File: config.mk
export PLATFORM = sky130hd
export DESIGN_NAME = pda_front
export DESIGN_NICKNAME = d
export VERILOG_FILES = /design/src/pda_pkg.sv /design/src/pda_front.sv
export SDC_FILE = /design/constraint.sdc
export NUM_CORES = 1
export LEC_CHECK = 0
export BUFFER_PORTS_ARGS = -buffer_cell sky130_fd_sc_hd__buf_2
export CAP_MARGIN = 10
export CORE_AREA = 2 2 99 101
export DETAILED_ROUTE_END_ITERATION = 7
export DIE_AREA = 0 0 101 103
export SYNTH_ARGS = -nofsm -noshare
export SYNTH_HDL_FRONTEND = slang
export SYNTH_SLANG_ARGS = --single-unit
export TNS_END_PERCENT = 100
File: constraint.sdc
create_clock -name clock -period 4 [get_ports clock]
set_clock_uncertainty 0.1 [all_clocks]
set_input_delay 0 -clock clock [delete_from_list [all_inputs] [get_ports clock]]
set_output_delay 0 -clock clock [all_outputs]
set_load 0.01 [all_outputs]
File: src/pda_pkg.sv
// Shared types and constants of the pushdown automaton recognizer.
package pda_pkg;

   // Default sizes of the automaton.
   localparam int NUM_STATES_DEF    = 16;
   localparam int NUM_SYMBOLS_DEF   = 16;
   localparam int STACK_DEPTH_DEF   = 64;
   localparam int MAX_PUSH_DEF      = 4;
   localparam int MAX_EPS_STEPS_DEF = 64;

   // Stream widths.
   localparam int REQ_DATA_W = 40;
   localparam int REQ_USER_W = 2;
   localparam int RSP_DATA_W = 16;
   localparam int CSR_INDEX_W = 2;
   localparam int CSR_DATA_W  = 16;

   // Request operation codes.
   typedef enum logic [1:0] {
      OP_WRITE  = 2'd0,
      OP_SYMBOL = 2'd1,
      OP_END    = 2'd2,
      OP_NONE   = 2'd3
   } op_type;

   // Verdict codes.
   localparam logic [1:0] VERDICT_REJECT = 2'd0;
   localparam logic [1:0] VERDICT_ACCEPT = 2'd1;
   localparam logic [1:0] VERDICT_STUCK  = 2'd2;
   localparam logic [1:0] VERDICT_LIMIT  = 2'd3;

   // Configuration register indexes.
   localparam logic [1:0] CSR_START_STATE  = 2'd0;
   localparam logic [1:0] CSR_START_SYMBOL = 2'd1;
   localparam logic [1:0] CSR_ACCEPT_MASK  = 2'd2;

   // One transition table entry.
   typedef struct packed {
      logic        valid;
      logic [3:0]  next_state;
      logic [2:0]  count;
      logic [15:0] symbols;
   } entry_type;

   // Command kinds handed from the front to the back.
   typedef enum logic [1:0] {
      CMD_WRITE,
      CMD_SYMBOL,
      CMD_END
   } cmd_kind_type;

   typedef struct packed {
      cmd_kind_type kind;
      logic [3:0]   symbol;
      logic [3:0]   key_state;
      logic         key_epsilon;
      logic [3:0]   key_top;
      entry_type    entry;
   } cmd_type;

endpackage

File: src/pda_front.sv
// Front part: accepts requests, drops void ones and queues commands.
module pda_front #(
   parameter int NUM_STATES  = 16,
   parameter int NUM_SYMBOLS = 16,
   parameter int MAX_PUSH    = 4
) (
   input  logic                       clock,
   input  logic                       reset,
   input  logic                       req_tvalid,
   output logic                       req_tready,
   input  logic [pda_pkg::REQ_DATA_W-1:0] req_tdata,
   input  logic [pda_pkg::REQ_USER_W-1:0] req_tuser,
   input  logic                       clearing,
   output logic                       cmd_valid,
   output pda_pkg::cmd_type           cmd_out,
   input  logic                       cmd_pop
);
   import pda_pkg::*;

   op_type      op;
   logic [3:0]  symbol, key_state, key_top, next_state;
   logic        key_epsilon, entry_valid;
   logic [2:0]  push_count, count_sat;
   logic [15:0] push_symbols;
   logic        range_ok, keep, push;
   cmd_type     cmd_new;
   cmd_type     q0_ff, q0_in, q1_ff, q1_in;
   logic [1:0]  count_ff, count_in, wr_pos;

   // Unpack the request.
   assign op           = op_type'(req_tuser[1:0]);
   assign symbol       = req_tdata[3:0];
   assign key_state    = req_tdata[7:4];
   assign key_epsilon  = req_tdata[8];
   assign key_top      = req_tdata[12:9];
   assign entry_valid  = req_tdata[13];
   assign next_state   = req_tdata[17:14];
   assign push_count   = req_tdata[20:18];
   assign push_symbols = req_tdata[36:21];

   // Classify: unknown ops and out-of-range table keys are dropped here.
   always_comb begin
      range_ok = (32'(key_state) < NUM_STATES) && (32'(key_top) < NUM_SYMBOLS)
         && (key_epsilon || (32'(symbol) < NUM_SYMBOLS));
      keep = (op == OP_SYMBOL) || (op == OP_END) || ((op == OP_WRITE) && range_ok);
      count_sat = (32'(push_count) > MAX_PUSH) ? 3'(MAX_PUSH) : push_count;
      cmd_new.symbol      = symbol;
      cmd_new.key_state   = key_state;
      cmd_new.key_epsilon = key_epsilon;
      cmd_new.key_top     = key_top;
      cmd_new.entry       = '0;
      if (entry_valid) begin
         cmd_new.entry = '{valid: 1'b1, next_state: next_state, count: count_sat,
                           symbols: push_symbols};
      end
      case (op)
         OP_WRITE:  cmd_new.kind = CMD_WRITE;
         OP_SYMBOL: cmd_new.kind = CMD_SYMBOL;
         default:   cmd_new.kind = CMD_END;
      endcase
   end

   assign req_tready = (count_ff != 2'd2) && !clearing;
   assign push       = req_tvalid && req_tready && keep;
   assign cmd_valid  = (count_ff != 2'd0);
   assign cmd_out    = q0_ff;

   // Two-entry command queue, head in slot 0.
   always_comb begin
      q0_in    = q0_ff;
      q1_in    = q1_ff;
      count_in = count_ff;
      wr_pos   = count_ff;
      if (cmd_pop && cmd_valid) begin
         q0_in    = q1_ff;
         wr_pos   = count_ff - 2'd1;
         count_in = count_ff - 2'd1;
      end
      if (push) begin
         if (wr_pos == 2'd0) begin
            q0_in = cmd_new;
         end else begin
            q1_in = cmd_new;
         end
         count_in = count_in + 2'd1;
      end
   end

   always_ff @(posedge clock) begin
      if (reset) begin
         count_ff <= 2'd0;
      end else begin
         count_ff <= count_in;
      end
      q0_ff <= q0_in;
      q1_ff <= q1_in;
   end
endmodule

== Word level (Yosys, flattened, before mapping) ==
Index checks and enable logic that the tools add are counted.

* Word-level logic and storage cells: 45
* Bits in registers: 80
* Input port bits: 47

* Add/subtract/negate cells: 2
* Reductions and logical operators: 11
* Mux-type cells: 8
* Equal/unequal tests: 3
* Bitwise gates (word level): 1
* Magnitude comparators: 1

{| class="wikitable"
|+ Operator list
! kind !! count
|-
| two-way mux 39 bit || 3
|-
| two-way mux 24 bit || 1
|-
| logical AND 1 bit || 4
|-
| logical NOT 2 bit || 2
|-
| two-way mux 2 bit || 2
|-
| case mux 2 bit (2 select lines) || 1
|-
| greater-than comparator 3 bit (second input constant) || 1
|-
| two-way mux 3 bit || 1
|-
| adder 2 x 1 -> 2 bit (second input constant) || 1
|-
| == test 2 x 1 -> 1 bit (second input constant) || 1
|-
| == test 2 bit (second input constant) || 1
|-
| logical OR 1 bit || 2
|-
| inequality test 2 bit (second input constant) || 1
|-
| AND reduction 2 bit || 1
|-
| nonzero test 2 bit || 1
|-
| subtractor 2 x 1 -> 2 bit (second input constant) || 1
|-
| logical NOT 1 bit || 1
|-
| inverter 1 bit || 1
|}

== Longest topological paths before layout ==
Gate-level depths: netlist (run 1).

* Depth after elaboration: 6
* Mapped depth: 12
* Depth with buffers taken out: 9

== Worst setup path before layout (run 1) ==
No wires, ideal clock.

* Path type: register to register
* From: reg count_ff[0]
* To: reg q1_ff[0] (netlist bit) (enable)
* Setup time: 0.435 ns
* Arrival: 3.131 ns
* Setup slack: 0.334 ns
* Buffers on the path: 2
* Required time: 3.465 ns
* Cell stages (with the launch flop): 9
* Period minus slack after synthesis: 3.666 ns
* Cell sequence: dfxtp_1 > inv_1 > ha_1 > nor2b_1 > buf_4 > clkbuf_1 > o21ai_0 > ha_1 > nor2_1

* Cells in the longest elaborated chain, start to end: 6
* Elaborated cells on any way between the ends: 11
* Classes of those cells: add/sub: 1; eq/ne: 1; mux: 1; bitwise: 1; reduce/logical: 7

{| class="wikitable"
|+ Ends and longest elaborated chain
! item !! line !! RTL
|-
| start: declaration || pda_front.sv:28 || <nowiki>logic [1:0] count_ff, count_in, wr_pos;</nowiki>
|-
| start signal: assignment || pda_front.sv:93 || <nowiki>count_ff <= count_in;</nowiki>
|-
| parallel branches: the longest is 5 deep, another holds subtractor 2 x 1 -> 2 bit || -- ||
|-
| AND reduction 2 bit (no source line) (*) || -- ||
|-
| end signal: assignment || pda_front.sv:96 || <nowiki>q1_ff <= q1_in;</nowiki>
|-
| end: declaration || pda_front.sv:27 || <nowiki>cmd_type q0_ff, q0_in, q1_ff, q1_in;</nowiki>
|}

Mark *: on every way between the ends.
A chain may end at the register's enable or synchronous reset.

== Final worst setup path (run 1) ==
* From: reg count_ff[0]
* To: reg q1_ff[6] (netlist bit) (enable)

Same word-level chain as after synthesis.

==> results.sh, run 1 <==
export IMPL_synth_area_sq_mm=0.00316
export IMPL_path_clk_slew_ps=80
export IMPL_nFillCells=916
export IMPL_nets=478
export IMPL_mostFrequentLayoutCells="nand2_1 (95), buf_2 (84), dlygate4sd3_1 (43)"
export IMPL_antenna_found_initial=0
export IMPL_path_class="register to register"
export IMPL_grt_max_degree=40
export IMPL_setup_tns_final_ps=0
export IMPL_synth_simple_area_share=0.211
export IMPL_grt_pass1_wl_microns=11200
export IMPL_pwr_density_cell_mw_per_mm2=711
export IMPL_path_delay_family="simple AND/OR/NAND/NOR gates"
export IMPL_rows=36
export IMPL_io_buffers=84
export IMPL_synth_seq_cells=80
export IMPL_fmax_mhz=322
export IMPL_ys_seq_area_frac=0.630
export IMPL_cts_buffer_depth=2
export IMPL_clkLatencyLatePin_ps=350
export IMPL_initial_core_util=0.334
export IMPL_cts_tree="yes"
export IMPL_min_period_ps=3100
export IMPL_maxCapViolCount=0
export IMPL_wirelength_microns=7070
export IMPL_dieWidth_microns=101
export IMPL_clkPwrFrac=0.230
export IMPL_fin_crit_sh=0.776
export IMPL_swShare=0.329
export IMPL_critical_path_peak_fanout=28
export IMPL_yosys_warnings=0
export IMPL_cts_resized=0
export IMPL_relSlewSlack=0.448
export IMPL_status="finished, final reports clean"
export IMPL_crit_chain="inv_1 > ha_1 > nor2b_4 > xnor2_1 > ha_1 > nor2_4 > buf_4"
export IMPL_globalplace_congestion=0.710
export IMPL_areaGrowthSynthToFinish_pct=38.2
export IMPL_synth_top_family_by_area="simple AND/OR/NAND/NOR gates"
export IMPL_synth_cells=303
export IMPL_ir_drop_mv=0.287
export IMPL_final_util=0.462
export IMPL_hpwl_microns=4360
export IMPL_p_comb_frac=0.360
export IMPL_antennaDiodeCount=0
export IMPL_end_kind="register"
export IMPL_hold_viol=0
export IMPL_required_ps=3950
export IMPL_synth_xor_area_share=0.00554
export IMPL_die_area_sq_mm=0.0104
export IMPL_cp_slowest_cell="nor2_4"
export IMPL_drt_iter0_drc=107
export IMPL_die_h_microns=103
export IMPL_pwr_share_seq=0.410
export IMPL_hp_class="primary input to register"
export IMPL_path_buf_inv=2
export IMPL_cp_common_cell="ha_1"
export IMPL_numCtsBuffers=9
export IMPL_cts_sinks=80
export IMPL_synth_cell_types=25
export IMPL_layout_commonest_cell="nand2_1"
export IMPL_drive_above_1_share=0.268
export IMPL_finalPower_mw=3.11
export IMPL_worst_pin_slew_ps=826
export IMPL_avgSynthCellArea_sq_um=10.4
export IMPL_r2r_setup_slack_ps=900
export IMPL_core_sq_mm=0.00946
export IMPL_critPathArrivalTime_ps=3060
export IMPL_root_buffer="clkbuf_8"
export IMPL_leakagePower_nw=1.88
export IMPL_vias=2495
export IMPL_h_tree_depth=3
export IMPL_dp_cells=488
export IMPL_routed_via_density=4.56
export IMPL_io_pins=88
export IMPL_grt_remaining_overflow=0
export IMPL_wl_per_cell_microns=12.9
export IMPL_synthAdderAreaFrac=0.0119
export IMPL_ant_nets=0
export IMPL_grt_pass1_vias=2346
export IMPL_syn_nets=353
export IMPL_synth_mux_area_frac=0.0534
export IMPL_slowest_delay_ps=670
export IMPL_grt_usage=0.143
export IMPL_pre_cts_slack_ps=862
export IMPL_rsz0062_at_grt="false"
export IMPL_holdBufCountCts=43
export IMPL_drc=0
export IMPL_post_cts_setup_buffer_count=0
export IMPL_worst_setup_path_start_kind="register"
export IMPL_dr_pass1_iters=4
export IMPL_p_int_mw=2.08
export IMPL_p_sw_mw=1.02
export IMPL_finalWorstSetupSlack_ps=895
export IMPL_drv_slew=0
export IMPL_final_cells=547
export IMPL_setup_viol=0
export IMPL_synth_compound_area_share=0.0581
synthesized netlist by cell type:
cell type	n	area share
a21oi_1	1	0.0016
a21oi_4	1	0.0051
a31oi_1	24	0.047
and2_1	23	0.045
buf_2	5	0.0079
buf_4	1	0.0024
buf_6	1	0.0036
clkbuf_1	11	0.013
dfxtp_1	41	0.26
edfxtp_1	39	0.37
ha_1	3	0.012
inv_1	3	0.0036
mux2_1	10	0.036
mux2_2	5	0.018
nand2_1	95	0.11
nand2b_1	1	0.0020
nand3_1	1	0.0016
nand3_2	2	0.0063
nand4_1	2	0.0040
nor2_1	26	0.031
nor2_2	1	0.0020
nor2b_1	3	0.0059
o211ai_1	1	0.0024
o21ai_0	1	0.0016
xnor2_1	2	0.0055
through the flow:
| stage | area (sq um) | hold WS [ps] |
|---|---|---|
| after CTS | 4370 | 60.6 |
| after global placement | 3700 | 77.9 |
| after floorplan | 3160 | -58.8 |
| after detailed placement | 3700 | 87.3 |
| after global routing | 4370 | 91.6 |
| final | 4370 | 86.7 |
sequential cells by signal, summed over array words and instances, names as in the netlist:
| register | flops |
|---|---|
| q1_ff | 39 |
| cmd_out | 39 |
| count_ff | 2 |
layout make-up:
cell class | instances | area (sq um) | share of cell area
Clock buffer | 11 | 141 | 0.0323
Sequential cell | 80 | 1990 | 0.456
Multi-Input combinational cell | 202 | 1090 | 0.250
Inverter | 3 | 11.3 | 0.00258
Tap cell | 114 | 143 | 0.0326
Clock inverter | 5 | 104 | 0.0238
Timing Repair Buffer | 132 | 888 | 0.203
worst reg2reg max path, delay by kind of cell, from the launching register on:
family | cells | cell delay (ps)
flip-flops | 1 | 380
XOR/XNOR | 1 | 210
buffers and inverters | 2 | 430
adder cells (fa/ha/maj) | 2 | 540
AND/OR/NAND/NOR | 2 | 1150
power groups by stage:
stage	sequential, mW	combinational, mW	clock (mW)
global route	1.30	1.26	0.773
floorplan	1.39	0.605	0
global placement	1.28	1.07	0
detailed placement	1.29	1.09	0
CTS	1.27	1.13	0.750
finish	1.27	1.12	0.716
kinds of logic after synthesis:
family / after synthesis
xor+xnor: 2
flops: 80
mux: 15
simple gates: 154
compound gates: 28
buf+inv: 21
fa+ha+maj: 3
routing by layer:
| metal | global-route usage | vias up | part of all wire |
|---|---|---|---|
| met5 | 0 | - | 0 |
| met4 | 0.0603 | 0 | 0.018 |
| met3 | 0.0468 | 9 | 0.041 |
| met2 | 0.223 | 59 | 0.46 |
| met1 | 0.183 | 1161 | 0.48 |
| li1 | - | 1266 | - |
worst paths after layout:
| check | from | endpoint | cells past startpoint |
|---|---|---|---|
| worst max-delay path | count_ff[0] | q1_ff[6] | 7 |
| worst min-delay path | cmd_pop | cmd_out[0] | 4 |
| worst max register to register | count_ff[0] | q1_ff[6] | 7 |
| worst min register to register | cmd_out[20] | cmd_out[20] | 2 |
Note: power is estimated with default switching activity, not from simulation.
==> run 2: changes to the inputs <==
Clock period 4 ns to 3.14 ns, I/O delays scaled along.
==> results.sh, run 2 (same netlist as run 1, synthesis figures left out) <==
export IMPL_whs_endpoint="count_ff[0]"
export IMPL_ff2ff_path_depth=8
export IMPL_whs_ps=17.6
export IMPL_fmax_mhz=397
export IMPL_timing_rr_start="count_ff[0]"
export IMPL_numCtsBuffers=9
export IMPL_hp_start="req_tvalid"
export IMPL_cts_tree="yes"
export IMPL_drt_iter0_drc=45
export IMPL_setup_tns_final_ps=0
export IMPL_pre_cts_slack_ps=697
export IMPL_nets=478
export IMPL_grt_pass1_wl_microns=11600
export IMPL_initial_core_util=0.334
export IMPL_ir_drop_mv=0.293
export IMPL_vias=2514
export IMPL_maxCapViolCount=0
export IMPL_path_clk_slew_ps=70
export IMPL_post_cts_setup_buffer_count=0
export IMPL_wl_per_cell_microns=13.1
export IMPL_rows=36
export IMPL_root_buffer="clkbuf_8"
export IMPL_end_kind="register"
export IMPL_drc=0
export IMPL_layout_commonest_cell="nand2_1"
export IMPL_leakagePower_nw=1.85
export IMPL_mostFrequentLayoutCells="nand2_1 (95), buf_2 (84), dlygate4sd3_1 (42)"
export IMPL_dr_pass1_iters=4
export IMPL_final_cells=547
export IMPL_globalplace_congestion=0.690
export IMPL_grt_remaining_overflow=0
export IMPL_placed_cell_area_sq_mm=0.00370
export IMPL_critPathArrivalTime_ps=2650
export IMPL_antennaDiodeCount=0
export IMPL_finalPower_mw=3.71
export IMPL_cts_buffer_depth=2
export IMPL_worst_pin_slew_ps=560
export IMPL_io_pins=88
export IMPL_worstReg2RegEnd="count_ff[1]"
export IMPL_die_area_sq_mm=0.0104
export IMPL_antenna_found_initial=0
export IMPL_hp_class="primary input to register"
export IMPL_rsz0062_at_grt="false"
export IMPL_required_ps=3280
export IMPL_hold_viol=0
export IMPL_regArea_sq_mm=0.00199
export IMPL_multiInputGateArea_sq_mm=0.00109
export IMPL_grt_pass1_vias=2437
export IMPL_drive_above_1_share=0.261
export IMPL_grt_max_degree=40
export IMPL_hpwl_microns=4500
export IMPL_drv_slew=0
export IMPL_ant_nets=0
export IMPL_path_class="register to register"
export IMPL_clkLatencyLatePin_ps=350
export IMPL_h_tree_depth=3
export IMPL_die_h_microns=103
export IMPL_final_util=0.453
export IMPL_cts_sinks=80
export IMPL_status="finished, final reports clean"
export IMPL_dieWidth_microns=101
export IMPL_routed_via_density=4.60
export IMPL_core_sq_mm=0.00946
export IMPL_r2r_setup_slack_ps=620
export IMPL_critical_path_peak_fanout=16
export IMPL_io_buffers=84
export IMPL_dp_cells=489
export IMPL_finalWorstSetupSlack_ps=623
export IMPL_min_period_ps=2520
export IMPL_pwr_density_cell_mw_per_mm2=865
export IMPL_worst_setup_path_start_kind="register"
export IMPL_areaGrowthSynthToFinish_pct=35.5
export IMPL_fin_crit_sh=0.802
export IMPL_fin_area_sq_mm=0.00429
export IMPL_whs_path_depth=4
export IMPL_grt_usage=0.148
export IMPL_setup_viol=0
export IMPL_wirelength_microns=7150
export IMPL_relSlewSlack=0.626
export IMPL_nFillCells=905
-- run 2: changes by cell type in the layout (fill, tap and decap cells not counted) --
cell / change
bufinv_16: -3
clkinv_4: -1
dlygate4sd3_1: -1
clkbuf_1: +4
buf_4: +1
-- run 2: layout make-up --
cell class | count | area share
multi-input cells | 202 | 0.255
well taps | 114 | 0.0333
inverters | 3 | 0.00263
flip-flops and latches | 80 | 0.465
repair buffers | 132 | 0.207
clock inverters | 1 | 0.00117
clock buffers | 15 | 0.0365
-- run 2: critical path: stages (launching register included) --
cell           delay (ps)
dfxtp_1               400
inv_1                 100
ha_1                  250
nor2b_4               360
xnor2_1               220
ha_1                  280
nand4_1                90
a21oi_1                60
dlygate4sd3_1         550
-- run 2: repair_timing --
action | in CTS | in global routing
hold buffers | 42 | 0
gates resized for setup | 0 | 0
endpoints found under the hold margin | 79 | 0
-- run 2: how the worst max path moves through the flow --
stage / depth (start not counted) / startpoint / slack [ps] / end
global route: 8 / count_ff[0] / 460 / count_ff[1]
detailed placement: 9 / count_ff[0] / 700 / cmd_out[18]
floorplan: 8 / count_ff[0] / 110 / q1_ff[0]
CTS: 8 / count_ff[0] / 610 / count_ff[1]
global placement: 7 / count_ff[0] / 770 / q1_ff[9]
finish: 8 / count_ff[0] / 620 / count_ff[1]
-- run 2: power by group --
| part | switching, mW | total (mW) | internal (mW) |
|---|---|---|---|
| Combinational | 0.801 | 1.43 | 0.632 |
| Sequential | 0.148 | 1.62 | 1.47 |
| Clock | 0.346 | 0.656 | 0.310 |
-- run 2: layer usage --
metal,GRT usage,vias up,part of all wire
met1,0.189,1172,0.47
met5,0,-,0
met3,0.0312,11,0.040
met4,0.0873,0,0.026
li1,-,1268,-
met2,0.234,63,0.47
